## src/hdl/hcbd_pkg.sv

```systemverilog
// Package for the chunked body decoder: phase codes, state and result types, hex decode.
`timescale 1ns / 1ps
package hcbd_pkg;

  // Default width of the chunk size counter
  localparam int SIZE_BITS = 32;

  localparam logic [7:0] BYTE_CR = 8'h0D;
  localparam logic [7:0] BYTE_LF = 8'h0A;

  // Parser phases
  typedef enum logic [2:0] {
    PH_SIZE  = 3'd0,
    PH_EXT   = 3'd1,
    PH_DATA  = 3'd2,
    PH_SKIP  = 3'd3,
    PH_TRAIL = 3'd4
  } phase_t;

  // Control state carried from byte to byte (size counter travels apart)
  typedef struct packed {
    phase_t     phase;
    logic       digits_over;
    logic       saw_cr;
    logic [1:0] skip_count;
  } ctrl_t;

  // One result word
  typedef struct packed {
    logic [7:0] data_out;
    logic       is_payload;
    logic       msg_end;
    logic       size_error;
  } result_t;

  // Decode an ASCII hex digit of either case: {is_hex, value}
  function automatic logic [4:0] hex_decode(input logic [7:0] b);
    logic [4:0] r;
    begin
      r = 5'd0;
      if (b >= 8'h30 && b <= 8'h39) begin
        r = {1'b1, 4'(b - 8'h30)};
      end else if (b >= 8'h61 && b <= 8'h66) begin
        r = {1'b1, 4'(b - 8'h57)};
      end else if (b >= 8'h41 && b <= 8'h46) begin
        r = {1'b1, 4'(b - 8'h37)};
      end
      return r;
    end
  endfunction

endpackage

```

## src/hdl/hcbd_step.sv

```systemverilog
// Next-state and result logic of the chunked body decoder for one byte.
`timescale 1ns / 1ps
module hcbd_step
  import hcbd_pkg::*;
#(
  parameter int SizeBits = SIZE_BITS
) (
  input  ctrl_t               ctrl,
  input  logic [SizeBits-1:0] remaining,
  input  logic [7:0]          data_in,
  output ctrl_t               ctrl_next,
  output logic [SizeBits-1:0] remaining_next,
  output result_t             result
);

  logic [4:0]          hex;
  logic [SizeBits-1:0] rem_dec;
  logic [1:0]          skip_dec;
  logic                size_top;
  logic                is_cr;
  logic                is_lf;

  assign hex      = hex_decode(data_in);
  assign rem_dec  = remaining - SizeBits'(1);
  assign skip_dec = ctrl.skip_count - 2'd1;
  assign size_top = |remaining[SizeBits-1:SizeBits-4];
  assign is_cr    = (data_in == BYTE_CR);
  assign is_lf    = (data_in == BYTE_LF);

  // Advance the parser by one byte
  always_comb begin
    ctrl_next      = ctrl;
    remaining_next = remaining;
    result         = '0;
    unique case (ctrl.phase)
      PH_EXT: begin
        if (ctrl.saw_cr && is_lf) begin
          ctrl_next.digits_over = 1'b0;
          ctrl_next.saw_cr      = 1'b0;
          ctrl_next.phase       = (remaining == '0) ? PH_TRAIL : PH_DATA;
        end else begin
          ctrl_next.saw_cr = is_cr;
        end
      end
      PH_DATA: begin
        result.data_out   = data_in;
        result.is_payload = 1'b1;
        remaining_next    = rem_dec;
        if (rem_dec == '0) begin
          ctrl_next.phase      = PH_SKIP;
          ctrl_next.skip_count = 2'd2;
        end
      end
      PH_SKIP: begin
        ctrl_next.skip_count = skip_dec;
        if (skip_dec == 2'd0) begin
          ctrl_next.phase       = PH_SIZE;
          ctrl_next.digits_over = 1'b0;
          ctrl_next.saw_cr      = 1'b0;
          remaining_next        = '0;
        end
      end
      PH_TRAIL: begin
        if (ctrl.saw_cr && is_lf) begin
          result.msg_end        = 1'b1;
          ctrl_next.phase       = PH_SIZE;
          ctrl_next.digits_over = 1'b0;
          ctrl_next.saw_cr      = 1'b0;
          remaining_next        = '0;
        end else begin
          ctrl_next.saw_cr = is_cr;
        end
      end
      default: begin
        // Size digits; saturate on overflow and flag the first overflowing digit
        ctrl_next.phase = PH_SIZE;
        if (hex[4]) begin
          if (ctrl.digits_over) begin
            remaining_next = '1;
          end else if (size_top) begin
            remaining_next        = '1;
            ctrl_next.digits_over = 1'b1;
            result.size_error     = 1'b1;
          end else begin
            remaining_next = {remaining[SizeBits-5:0], hex[3:0]};
          end
        end else begin
          ctrl_next.saw_cr = is_cr;
          ctrl_next.phase  = PH_EXT;
        end
      end
    endcase
  end

endmodule

```

## src/hdl/http_chunked_body_decoder_core.sv

```systemverilog
// Top level of the chunked body decoder: input register, parser state and output register.
// An accepted byte is held in the input register until the output register is free.
// Throughput: one byte per cycle while the output is not stalled; the output register
// and the input register let a new byte in while a finished word still waits downstream.
// The rate is set by the combinational parser update between the two registers.
// Reset (rst, synchronous, active high) empties both registers and returns the
// parser to the size digits phase with a zero size counter.
`timescale 1ns / 1ps
module http_chunked_body_decoder_core
  import hcbd_pkg::*;
#(
  parameter int SizeBits = SIZE_BITS
) (
  input  logic       clk,
  input  logic       rst,
  input  logic       s_tvalid,
  output logic       s_tready,
  input  logic [7:0] s_tdata,   // [7:0] data_in
  output logic       m_tvalid,
  input  logic       m_tready,
  output logic [7:0] m_tdata,   // [7:0] data_out
  output logic [1:0] m_tuser,   // [0] is_payload, [1] size_error
  output logic       m_tlast    // msg_end
);

  logic                in_valid;
  logic [7:0]          in_byte;
  ctrl_t               ctrl;
  ctrl_t               ctrl_next;
  logic [SizeBits-1:0] remaining;
  logic [SizeBits-1:0] remaining_next;
  result_t             result;
  logic                out_free;
  logic                advance;

  assign out_free = !m_tvalid || m_tready;
  assign advance  = in_valid && out_free;
  assign s_tready = !in_valid || out_free;

  // Hold the incoming word until the parser takes it
  always_ff @(posedge clk) begin
    if (rst) begin
      in_valid <= 1'b0;
    end else if (s_tvalid && s_tready) begin
      in_valid <= 1'b1;
    end else if (advance) begin
      in_valid <= 1'b0;
    end
    if (s_tvalid && s_tready) begin
      in_byte <= s_tdata;
    end
  end

  hcbd_step #(
    .SizeBits(SizeBits)
  ) u_step (
    .ctrl          (ctrl),
    .remaining     (remaining),
    .data_in       (in_byte),
    .ctrl_next     (ctrl_next),
    .remaining_next(remaining_next),
    .result        (result)
  );

  // Advance parser state once per word moved to the output
  always_ff @(posedge clk) begin
    if (rst) begin
      ctrl      <= '{phase: PH_SIZE, digits_over: 1'b0, saw_cr: 1'b0, skip_count: 2'd0};
      remaining <= '0;
    end else if (advance) begin
      ctrl      <= ctrl_next;
      remaining <= remaining_next;
    end
  end

  // Output register
  always_ff @(posedge clk) begin
    if (rst) begin
      m_tvalid <= 1'b0;
    end else if (advance) begin
      m_tvalid <= 1'b1;
    end else if (m_tready) begin
      m_tvalid <= 1'b0;
    end
    if (advance) begin
      m_tdata <= result.data_out;
      m_tuser <= {result.size_error, result.is_payload};
      m_tlast <= result.msg_end;
    end
  end

endmodule

```

## config.mk

```make
export PLATFORM = sky130hd
export DESIGN_NAME = http_chunked_body_decoder_core
export DESIGN_NICKNAME = d
export VERILOG_FILES = /design/src/hdl/hcbd_pkg.sv /design/src/hdl/hcbd_step.sv /design/src/hdl/http_chunked_body_decoder_core.sv
export SDC_FILE = /design/constraint.sdc
export NUM_CORES = 1
export LEC_CHECK = 0
export BUFFER_PORTS_ARGS = -buffer_cell sky130_fd_sc_hd__buf_2
export CAP_MARGIN = 20
export CORE_MARGIN = 1
export CORE_UTILIZATION = 55
export CTS_BUF_LIST = sky130_fd_sc_hd__clkbuf_4 sky130_fd_sc_hd__clkbuf_8
export DETAILED_ROUTE_END_ITERATION = 16
export PLACE_DENSITY = 0.73
export SETUP_SLACK_MARGIN = 0.1
export SKIP_CTS_REPAIR_TIMING = 1
export SLEW_MARGIN = 20
export SYNTH_ARGS = -nofsm -noshare
export SYNTH_HDL_FRONTEND = slang
export SYNTH_SLANG_ARGS = --single-unit
export TNS_END_PERCENT = 10
```

## constraint.sdc

```tcl
create_clock -name clk -period 8.75 [get_ports clk]
set_input_delay 0.875 -clock clk [delete_from_list [all_inputs] [get_ports clk]]
set_output_delay 0.875 -clock clk [all_outputs]
set_load 0.03 [all_outputs]
```

# Word level (Yosys, flattened, before mapping)
# Cells that the tools add are included.
[word_totals] ff_bits=60 input_bits=12 wordCells=92
[classes] n_addsub=5 magnitude_cmp=6 eq_ne=11 n_mux=30 bitwise=3 n_reduce_logical=25
[op_table] operator="2-to-1 mux 32 bit" count=5
[op_table] operator="case mux 32 bit (4 select lines)" count=1
[op_table] operator="zero test 32 bit" count=2
[op_table] operator="subtractor 32 x 1 -> 32 bit (second input constant)" count=1
[op_table] operator="2-to-1 mux 5 bit" count=4
[op_table] operator="== test 8 x 4 -> 1 bit (second input constant)" count=2
[op_table] operator="greater-or-equal comparator 8 x 7 -> 1 bit (second input constant)" count=2
[op_table] operator="<= comparator 8 x 7 -> 1 bit (second input constant)" count=2
[op_table] operator="2-to-1 mux 1 bit" count=12
[op_table] operator="case mux 3 bit (4 select lines)" count=1
[op_table] operator="AND reduction 5 bit" count=2
[op_table] operator="greater-or-equal comparator 8 x 6 -> 1 bit (second input constant)" count=1
[op_table] operator="<= comparator 8 x 6 -> 1 bit (second input constant)" count=1
[op_table] operator="2-to-1 mux 4 bit" count=2
[op_table] operator="inequality test 2 x 1 -> 1 bit (second input constant)" count=4
[op_table] operator="case mux 2 bit (4 select lines)" count=1
[op_table] operator="nonzero test 4 bit" count=2
[op_table] operator="subtractor 4 x 3 -> 4 bit (second input constant)" count=2
[op_table] operator="== test 3 x 2 -> 1 bit (second input constant)" count=2
[op_table] operator="logical AND 1 bit" count=6
[op_table] operator="2-to-1 mux 3 bit" count=2
[op_table] operator="AND reduction 6 bit" count=1
[op_table] operator="nonzero test 2 bit" count=3
[op_table] operator="OR reduction 6 bit" count=1
[op_table] operator="other kinds (14)" count=18

# Depth between registers and ports, before layout
# Gate-level depths: netlist (run 1).
[logic_depth] depth_word=9 ltp_mapped=11

# Hierarchy
# Synthesis (run 1) repeated with hierarchy kept, for this count alone.
[unflattened] hier_cells=557 hier_area_um2=4678.2
[modules_own_cells] module="http_chunked_body_decoder_core" instances=1 cells_each=198 area_each_um2=2438.6
[modules_own_cells] module="hcbd_step" instances=1 cells_each=359 area_each_um2=2239.6

# Worst setup path before layout (run 1)
# No wires, ideal clock.
[synth_path] kind="reg2reg" start="reg remaining[0]" end="reg, netlist name ctrl[1]" setup_ns=0.079 arrival_time_ns=3.231 required_time_ns=8.671 path_slack_ns=5.440 stages_incl_launch_ff=11 n_path_buf=1 period_less_slack_ns=3.310 cell_sequence="dfxtp_1 inv_1 ha_1 or4b_1 or4_4 buf_6 or4_1 xor2_1 nand2_1 or4_4 a211oi_2"
[synth_via] elab_chain_len=4
[synth_rtl] item="start, declared" line_no="http_chunked_body_decoder_core.sv:30" source="logic [SizeBits-1:0] remaining;"
[synth_rtl] item="start signal, assigned" line_no="http_chunked_body_decoder_core.sv:72" source="remaining <= remaining_next;"
[synth_rtl] item="subtractor 32 x 1 -> 32 bit" line_no="hcbd_step.sv:24" source="assign rem_dec = remaining - SizeBits'(1);"
[synth_rtl] item="zero test 32 bit" line_no="hcbd_step.sv:49" source="if (rem_dec == '0) begin"
[synth_rtl] item="inequality test 2 x 1 -> 1 bit (no line)"
[synth_rtl] item="AND reduction 3 bit (no line)"
# No other way between the ends.
# A chain may end at the register's enable or synchronous reset.

# Worst setup path in the final report (run 1)
[layout_path] start="reg remaining[0]" end="reg, netlist name ctrl[1]"
[layout_via] elab_chain_len=4
[layout_rtl] item="subtractor 32 x 1 -> 32 bit" line_no="hcbd_step.sv:24"
[layout_rtl] item="zero test 32 bit" line_no="hcbd_step.sv:49"
[layout_rtl] item="inequality test 2 x 1 -> 1 bit (no line)"
[layout_rtl] item="AND reduction 3 bit (no line)"
# No other way between the ends.

==> run metrics, run 1 <==
outcome completed; Tot GR Track Use roughly 28%; Root Buffer clkbuf_8; Overflow after GRT 0; vias in the first global route 3474; Tot Pwr about 0.64 mW; final worst path period share between 40% and 50%; EDFF count, synth 19; final hold vios 0; xor and xnor area share after synthesis 1.82%; wire length per cell 16.8 um; Synth Area per Inst 7.85 um^2; Net Sw Power ~0.16 mW; Row Count 30; clk slew on worst S/H paths around 0.070 ns; multiplexer share of the synthesized area less than 1%; Starting Density between 50% and 60%; Synth top area share 21.3%; Post-Syn Nets a little over 500; R2R cell count 9; Clk pwr share 44.1%; relative slew slack ~30%; I/O pin total 25; remaining antenna violation count 0; port bufs 24; Yosys reg bits 60; clk_lat worst skew 0.34 ns; post-layout util around three fifths; R2R Setup Slk slightly above 5 ns; DPL Wire Length 6470 um; critical path required time around 9.0 ns; ys async rst share 0%; CTS tree built; DIE WIDTH about 86 um; worst r2r dst ctrl[1]; Initial DRC Count around 390; Synth Warn # 0; reg2reg start remaining[0]; largest net degree at the start of global routing 65; fin. max-slew vios 0; MaxCap Viol Count 0; Pwr Density between 150 and 200 mW/mm^2; Routed WL ~9900 um; Synth cell types between 60 and 70; Tmin final between 3 and 4 ns; maximum clock path buffer count 2; via count approximately 3800; share of cells above drive strength 1 between 10% and 20%; maximum fanout along the worst path 10; H-tree depth 3; fill cell count 585; Pleak between 1.5 and 2 nW; Gate power share approximately 9.0%; Synth area leader dfxtp_1; synth cell count leaders 60 x nor2_1, 59 x o21ai_0, 44 x nand2_1; most common cell in the synthesized netlist nor2_1; DRC viols 0; main combinational cell family by area after synthesis simple AND/OR/NAND/NOR gates; sequential fraction of design power 47.0%; Setup Skew about 0.01 ns; router iterations before antenna repair 5; Storage cell area roughly 0.0014 mm^2; via/cell ratio between 6 and 7; worst min path class reg2reg; Worst Hold Depth 2; Synth Instances between 400 and 500; ant diodes 0; first-pass GRT wire length between 15000 and 20000 um; GP Congestion about 0.95; TNS Setup 0 ns; unrepaired setup endpoints after global routing false; worst IR drop on VDD 0.0000970 V; top_reg_cell synth dfxtp_1; Netlist Area Pre-Place about 0.0039 mm^2; fmax about 0.28 GHz; Slew @ Worst Pin between 1 and 1.5 ns; Crit Path Class reg2reg; Die H approximately 86 um; Worst Hold Launch ctrl[2]; Core ar. approximately 0.0068 mm^2; Synth Area in Simple Gates between 20 and 30%; multi-input logic area 0.00226 mm^2; Hold WS between 0.4 and 0.5 ns; Arrival @ worst endpoint ~3.8 ns; Startpoint Class register; ranking of synthesized cells by area dfxtp_1 21%, edfxtp_1 15%, o21ai_0 7.6%; final setup fails 0; CP endpoint kind register; Final Net Count 509; Sinks on Clock Net 60; die area approximately 0.0074 mm^2; Seq/Total Area, Yosys 36.0%; final worst slack between 5 and 6 ns; P&R area growth vs syn 7.84%; Compound-Gate Fraction of Synth Area a little over a quarter; Switching Share around a quarter; pre-CTS setup slack between 5 and 6 ns; antenna violations before repair 0; Synth Area in Adders approximately 2.3%; worst hold endpoint ctrl[2]; Pint roughly 0.48 mW; total clock buffers created by CTS 9
## stage by stage
| step | instances | instance area (um^2) |
|---|---|---|
| after floorplan | 492 | 3860 |
| after CTS | 591 | 4160 |
| after detailed placement | 575 | 3940 |
| final | 591 | 4160 |
| after global placement | 575 | 3940 |
| after global routing | 591 | 4160 |
## power by group through the flow
| stage | registers (mW) | clock network (mW) | logic (mW) |
|---|---|---|---|
| floorplan | 0.307 | 0 | 0.0397 |
| CTS | 0.300 | 0.284 | 0.0564 |
| detailed placement | 0.306 | 0 | 0.0562 |
| global route | 0.301 | 0.297 | 0.0629 |
| finish | 0.300 | 0.281 | 0.0572 |
| global placement | 0.306 | 0 | 0.0552 |
## cell usage in the layout (no fill, tap or decap), types with 8 or more instances in the layout
cell      instances
nor4_1           11
or3_1            12
or2_2             8
and2_1            9
o21ai_0          59
edfxtp_1         19
nor3_1           20
buf_2            24
dfxtp_1          41
nor2_1           60
nand3_1          10
clkbuf_8          9
inv_1            12
a21oi_1          23
a22oi_1          20
nand2b_1          8
nand2_1          44
## sequential cells by signal, indices dropped and copies added, names as in the netlist
signal	flops
remaining	32
in_byte	8
m_tdata	8
ctrl	7
m_tuser	2
in_valid	1
m_tlast	1
m_tvalid	1
## critical path, cell delays in order, from the launching register on
cell and delay (ns):
dfxtp_1 0.39, inv_1 0.09, ha_1 0.27, or4b_1 0.57, or4_4 0.62, nor4_1 0.52
xnor2_1 0.18, nand3_1 0.11, or4_4 0.56, a211oi_2 0.17
## cells by family after synthesis
group           after synthesis
compound gates              155
fa+ha+maj                     7
flops                        60
buf+inv                      50
simple gates                211
xor+xnor                      8
mux                           1
## metal layers
layer / global-route usage (%) / vias to the layer above / share of wire, %
met5: 0 / - / 0
li1: - / 1819 / -
met4: 13.9 / 0 / 2.6
met1: 38.7 / 1816 / 46
met3: 4.81 / 31 / 6.6
met2: 43.5 / 152 / 45
## how the worst max path moves through the flow
stage | startpoint | end | slack [ns] | cells past startpoint
2_1_floorplan | remaining[0] | ctrl[1] | 5.44 | 10
5_1_grt | remaining[0] | ctrl[1] | 4.95 | 9
6_report | remaining[0] | ctrl[1] | 5.18 | 9
3_5_place_dp | remaining[0] | ctrl[1] | 5.21 | 9
4_1_cts | remaining[0] | ctrl[1] | 5.19 | 9
3_3_place_gp | remaining[0] | ctrl[1] | 5.37 | 9
## final cells by class
type                       instances  share of cell area [%]
clock inverter                     6                    2.16
tap                               96                    2.89
sequential                        60                    33.4
clock buffer                      10                    3.16
timing repair buffer              25                    3.07
inverter                          12                    1.08
multi-input combinational        382                    54.2
No activity file was read; power rests on OpenSTA's default activity.
==> run 2: changes to the inputs <==
--- a/config.mk
+++ b/config.mk
@@ -5,6 +5,7 @@
 export SDC_FILE = /design/constraint.sdc
 export NUM_CORES = 1
 export LEC_CHECK = 0
+export ABC_AREA = 1
 export BUFFER_PORTS_ARGS = -buffer_cell sky130_fd_sc_hd__buf_2
 export CAP_MARGIN = 20
 export CORE_MARGIN = 1
==> constraint.sdc (replaced) <==
create_clock -name clk -period 3.75 [get_ports clk]
set_input_delay 0.375 -clock clk [delete_from_list [all_inputs] [get_ports clk]]
set_output_delay 0.375 -clock clk [all_outputs]
set_load 0.03 [all_outputs]
==> run 2 against run 1 <==
Via count grew 5.4%. Wire length increased by 2.5%. Total power grew to 3.8 times the previous value. Synthesized cell count increased by 23%. Final area rose by 3.8%. Maximum frequency is 36% higher. Global-route usage up 1.0 points. Area after synthesis increased by 1.4%. Largest power group is now combinational logic. Highest routed layer unchanged.
==> run metrics, run 2 <==
Global Route met2 Usage 42.4% (was 43.5%); top_reg_cell synth dfxtp_1 (unchanged); Startpoint Class register (unchanged); DIE WIDTH 86.4 um (was 85.8 um); ys async rst share 0% (unchanged); I/O pin total 25 (unchanged); Seq/Total Area, Yosys 35.5% (was 36.0%); Tot GR Track Use 29.4% (was 28.3%); Die H 86.4 um (was 85.8 um); EDFF count, synth 19 (unchanged); fmax 0.382 GHz (was 0.280 GHz); vias in the first global route 3548 (was 3474); GP Congestion 0.953 (was 0.946); Crit Path Class reg2reg (unchanged); most used routing layer met2 (unchanged); Pleak 1.97 nW (was 1.53 nW); router iterations before antenna repair 5 (unchanged); met1 Usage GRT 41.8% (was 38.7%); antenna violations before repair 0 (unchanged); via/cell ratio 5.57 (was 6.46); Synth Area per Inst 6.49 um^2 (was 7.85 um^2); ranking of synthesized cells by area dfxtp_1 21%, edfxtp_1 15%, nand2_1 14% (was dfxtp_1 21%, edfxtp_1 15%, o21ai_0 7.6%); xor and xnor area share after synthesis 0.671% (was 1.82%); Overflow after GRT 0 (unchanged); Synth top area share 21.0% (was 21.3%); Tmin final 2.62 ns (was 3.57 ns); total clock buffers created by CTS 9 (unchanged); Biggest register remaining (unchanged); M3 GR Usage 5.71% (was 4.81%); relative slew slack 33.6% (was 29.9%); multiplexer share of the synthesized area 0% (was 0.292%); Root Buffer clkbuf_8 (unchanged); Storage cell area 0.00139 mm^2 (unchanged); die area 0.00746 mm^2 (was 0.00736 mm^2); most common cell in the synthesized netlist nand2_1 (was nor2_1); Synth Area in Simple Gates 33.7% (was 27.6%); maximum clock path buffer count 2 (unchanged); Row Count 30 (unchanged); MaxCap Viol Count 0 (unchanged); main combinational cell family by area after synthesis simple AND/OR/NAND/NOR gates (unchanged); CP cell instances inv_1 -> ha_1 -> nand3_1 -> nor2_1 -> nand2_1 -> a211oi_1 -> nand2_2 -> inv_2 -> o21ai_0 -> a31oi_1 (was inv_1 -> ha_1 -> or4b_1 -> or4_4 -> nor4_1 -> xnor2_1 -> nand3_1 -> or4_4 -> a211oi_2); final setup fails 0 (unchanged); synth cell count leaders 144 x nand2_1, 97 x nor2_1, 63 x inv_1 (was 60 x nor2_1, 59 x o21ai_0, 44 x nand2_1); multi-input logic area 0.00217 mm^2 (was 0.00226 mm^2); fill cell count 638 (was 585); worst min path class in2reg (was reg2reg); fin. max-slew vios 0 (unchanged); largest net degree at the start of global routing 60 (was 65); Compound-Gate Fraction of Synth Area 19.0% (was 26.4%); clk_lat worst skew 0.35 ns (was 0.34 ns); Starting Density 57.3% (was 56.8%); ant diodes 0 (unchanged); Arrival @ worst endpoint 2.90 ns (was 3.83 ns); Sinks on Clock Net 60 (unchanged); clk slew on worst S/H paths 0.08 ns (was 0.07 ns); final worst path period share 69.9% (was 40.8%); DRC viols 0 (unchanged); Core ar. 0.00683 mm^2 (was 0.00679 mm^2); Hold WS 0.199 ns (was 0.486 ns); Synth Instances 603 (was 492); maximum fanout along the worst path 59 (was 10); Routed WL 10200 um (was 9930 um); final hold vios 0 (unchanged); CTS tree built (unchanged); remaining antenna violation count 0 (unchanged); max incr delay on CP 0.61 ns (was 0.62 ns); Pwr Density 563 mW/mm^2 (was 153 mW/mm^2); Synth Area in Adders 2.24% (was 2.27%); Netlist Area Pre-Place 0.00392 mm^2 (was 0.00386 mm^2); Synth Warn # 0 (unchanged); Yosys reg bits 60 (unchanged); most frequent cells in the layout 144 x nand2_1, 97 x nor2_1, 63 x inv_1, 61 x o21ai_0, 41 x dfxtp_1 (was 60 x nor2_1, 59 x o21ai_0, 44 x nand2_1, 41 x dfxtp_1, 24 x buf_2); Slew @ Worst Pin 0.996 ns (was 1.05 ns); most common cell after layout, fill and taps aside nand2_1 (was nor2_1); Largest register FFs 32 (unchanged); Setup Skew 0.00891 ns (was 0.0102 ns); unrepaired setup endpoints after global routing false (unchanged); TNS Setup 0 ns (unchanged); via count 4025 (was 3818); first-pass GRT wire length 17100 um (was 16500 um); CP endpoint kind register (unchanged); Post-Syn Nets 622 (was 511); Synth cell types 35 (was 62); wire length per cell 14.1 um (was 16.8 um); H-tree depth 3 (unchanged); worst IR drop on VDD 0.000297 V (was 0.0000970 V); port bufs 24 (unchanged); crit path max-delay cell type inv_2 (was or4_4); Final Net Count 640 (was 509); outcome completed (unchanged); critical path required time 4.03 ns (was 9.01 ns); P&R area growth vs syn 10.3% (was 7.84%); Synth area leader dfxtp_1 (unchanged); biggest regs remaining: 32 flops, in_byte: 8 flops, m_tdata: 8 flops (unchanged); Initial DRC Count 328 (was 393); DPL Wire Length 7260 um (was 6470 um); share of cells above drive strength 1 11.3% (was 11.5%)
run 2: worst paths after layout:
check                  start            end  slack [ns]  cells past startpoint
setup reg to reg  in_byte[0]  remaining[13]        1.13                     10
hold / removal    s_tdata[5]     in_byte[5]        0.20                      1
setup / recovery  in_byte[0]  remaining[13]        1.13                     10
hold reg to reg      ctrl[1]        ctrl[1]        0.47                      2
run 2: worst max-delay path: cells and delay by family, from the launching register on:
| kind | cells | cell delay [ns] |
|---|---|---|
| buffers and inverters | 2 | 0.77 |
| AO/OA/AOI/OAI | 3 | 0.69 |
| flip-flops | 1 | 0.45 |
| AND/OR/NAND/NOR | 4 | 0.42 |
| adder cells (fa/ha/maj) | 1 | 0.17 |
run 2: through the flow:
| stage | instance area, um^2 | setup slack (ns) | power, mW | cells | util (%) |
|---|---|---|---|---|---|
| 4_1_cts | 4320 | 1.13 | 2.42 | 722 | 63.2 |
| 6_report | 4320 | 1.13 | 2.43 | 722 | 63.2 |
| 3_3_place_gp | 4080 | 1.21 | 1.69 | 706 | 59.7 |
| 5_1_grt | 4320 | 0.729 | 2.60 | 722 | 63.2 |
| 2_1_floorplan | 3920 | 1.83 | 1.50 | 603 | - |
| 3_5_place_dp | 4080 | 1.06 | 1.71 | 706 | 59.7 |
run 2: cells by family (layout without fill, tap and decap cells):
group / Yosys count / after routing
AOI/OAI and AO/OA: 137 / 137
xor gates and xnor gates: 3 / 3
adders and majority gates: 7 / 7
buffers and inverters: 87 / 110
DFF: 60 / 60
and+or+nand+nor: 309 / 309
run 2: final cells by class:
class | instances | share of cell area (%)
Clock buffer | 9 | 2.87
Multi-Input combinational cell | 456 | 50.3
Inverter | 67 | 5.82
Clock inverter | 7 | 2.67
Sequential cell | 60 | 32.2
Timing Repair Buffer | 27 | 3.30
Tap cell | 96 | 2.78
run 2: layer usage:
layer	up-vias	wire [um]
met5	-	0
met4	0	267
met3	25	744
met2	171	4280
met1	1792	4890
li1	2037	-
run 2: power by group:
| part | switching (mW) | internal [mW] |
|---|---|---|
| combinational | 0.666 | 0.297 |
| sequential | 0.0470 | 0.713 |
| clock | 0.272 | 0.439 |
==> run 3: changes to the inputs <==
==> constraint.sdc (replaced) <==
create_clock -name clk -period 2.65 [get_ports clk]
set_input_delay 0.265 -clock clk [delete_from_list [all_inputs] [get_ports clk]]
set_output_delay 0.265 -clock clk [all_outputs]
set_load 0.03 [all_outputs]
==> run 3 against run 2 <==
Via count up 1.3%. Critical path depth increased by 5. Total power is 32% higher. Sequential power is 42% higher. Final cell count up 1.1%. Critical endpoint is now ctrl[0]. Largest power group unchanged.
==> run metrics, run 3 (synthesis gave the netlist of run 2 again) <==
unrepaired setup endpoints after global routing false (unchanged); Top Metal Used met4 (unchanged); Die H 86.4 um (unchanged); maximum fanout along the worst path 6 (was 59); Tot Pwr 3.22 mW (was 2.43 mW); Root Buffer clkbuf_8 (unchanged); DP Cell Count 714 (was 706); final setup fails 0 (unchanged); CTS tree built (unchanged); TNS Setup 0 ns (unchanged); MaxCap Viol Count 0 (unchanged); Post-Layout Cell Count 730 (was 722); Tmin final 2.32 ns (was 2.62 ns); Worst Hold Depth 1 (unchanged); Tot GR Track Use 28.9% (was 29.4%); DPL Wire Length 7270 um (was 7260 um); reg2reg start remaining[0] (was in_byte[0]); Setup Skew 0.00805 ns (was 0.00891 ns); Core ar. 0.00683 mm^2 (unchanged); Startpoint Class register (unchanged); Hold WS 0.0836 ns (was 0.199 ns); Post-Route M1 WL 4800 um (was 4890 um); R2R cell count 15 (was 10); Sinks on Clock Net 60 (unchanged); maximum clock path buffer count 2 (unchanged); I/O pin total 25 (unchanged); Worst Hold Launch s_tdata[3] (was s_tdata[5]); biggest regs remaining: 32 flops, in_byte: 8 flops, m_tdata: 8 flops (unchanged); first-pass GRT wire length 16800 um (was 17100 um); R2R Setup Slk 0.33 ns (was 1.13 ns); clk_lat worst skew 0.35 ns (about the same); wire length per cell 13.8 um (was 14.1 um); vias in the first global route 3589 (was 3548); DIE WIDTH 86.4 um (unchanged); routed wl met3 690 um (was 744 um); ant diodes 0 (unchanged); remaining antenna violation count 0 (unchanged); fin. max-slew vios 0 (unchanged); worst hold endpoint in_byte[3] (was in_byte[5]); relative slew slack 65.6% (was 33.6%); Slew @ Worst Pin 0.515 ns (was 0.996 ns); DR WL met2 4350 um (was 4280 um); GP Congestion 0.964 (was 0.953); Largest register FFs 32 (unchanged); Initial DRC Count 357 (was 328); Crit Path Class reg2reg (unchanged); antenna violations before repair 0 (unchanged); clk slew on worst S/H paths 0.08 ns (about the same); P&R area growth vs syn 10.7% (was 10.3%); worst min path class in2reg (unchanged); critical path required time 2.89 ns (was 4.03 ns); worst IR drop on VDD 0.000337 V (was 0.000297 V); die area 0.00746 mm^2 (unchanged); total clock buffers created by CTS 9 (unchanged); DRC viols 0 (unchanged); Arrival @ worst endpoint 2.57 ns (was 2.90 ns); final worst path period share 87.7% (was 69.9%); fmax 0.430 GHz (was 0.382 GHz); Routed WL 10100 um (was 10200 um); Starting Density 57.3% (unchanged); share of cells above drive strength 1 12.6% (was 11.3%); post-layout util 63.4% (was 63.2%); outcome completed (unchanged); Pwr Density 743 mW/mm^2 (was 563 mW/mm^2); Final Net Count 648 (was 640); port bufs 24 (unchanged); Row Count 30 (unchanged); final hold vios 0 (unchanged); Pleak 1.98 nW (was 1.97 nW); H-tree depth 3 (unchanged); via/cell ratio 5.58 (was 5.57); Biggest register remaining (unchanged); CP endpoint kind register (unchanged); largest net degree at the start of global routing 60 (unchanged); via count 4076 (was 4025); worst r2r dst ctrl[0] (was remaining[13]); Overflow after GRT 0 (unchanged); most common cell after layout, fill and taps aside nand2_1 (unchanged); most frequent cells in the layout 144 x nand2_1, 97 x nor2_1, 63 x inv_1, 61 x o21ai_0, 41 x dfxtp_1 (unchanged); router iterations before antenna repair 5 (unchanged)
[run 3: cell count changes in the layout (fill, tap and decap cells not counted)]
cell       change
buf_12         +1
clkinv_4       +1
bufinv_16      -3
buf_4          +7
inv_6          +2
a211oi_1       -1
a211oi_2       +1
[run 3: how the worst max path moves through the flow]
stage / from / endpoint / slack, ns
after global routing: remaining[0] / ctrl[6] / 0.12
after floorplan: in_byte[0] / remaining[7] / 0.73
after global placement: remaining[0] / ctrl[6] / 0.44
after detailed placement: in_byte[0] / remaining[30] / 0.34
final: remaining[0] / ctrl[0] / 0.33
after CTS: in_byte[0] / remaining[30] / 0.31
[run 3: cell type report]
class,count,area [um^2]
clock inverters,7,51.3
multi-input cells,456,2180
repair buffers,35,215
well taps,96,120
clock buffers,9,124
fillers,661,2500
flip-flops and latches,60,1390
inverters,67,251
[run 3: routing by layer]
metal / vias to the layer above / GRT usage [%]
li1: 2048 / -
met5: - / 0
met3: 20 / 4.19
met4: 0 / 14.5
met2: 165 / 43.4
met1: 1843 / 40.6
[run 3: through the flow]
step / area (um^2) / setup slack (ns)
after global placement: 4150 / 0.445
after CTS: 4330 / 0.315
after detailed placement: 4150 / 0.336
after floorplan: 3920 / 0.727
final: 4330 / 0.327
after global routing: 4330 / 0.122
[run 3: where the power goes]
| part | internal (mW) | total (mW) | switching [mW] |
|---|---|---|---|
| clock | 0.343 | 0.761 | 0.417 |
| sequential | 1.01 | 1.08 | 0.0674 |
| combinational | 0.450 | 1.38 | 0.932 |
[run 3: critical path: stages (launching register included)]
cell     delay, ns
dfxtp_1       0.34
inv_1         0.13
ha_1          0.24
nand2_2       0.11
nor2_2        0.25
buf_4         0.19
nand2_1       0.06
xor2_1        0.16
nor2_1        0.09
nand2_1       0.07
nor2_1        0.13
nand3_1       0.12
nand2_2       0.13
nand3_1       0.08
nand2_1       0.06
nor2_1        0.05
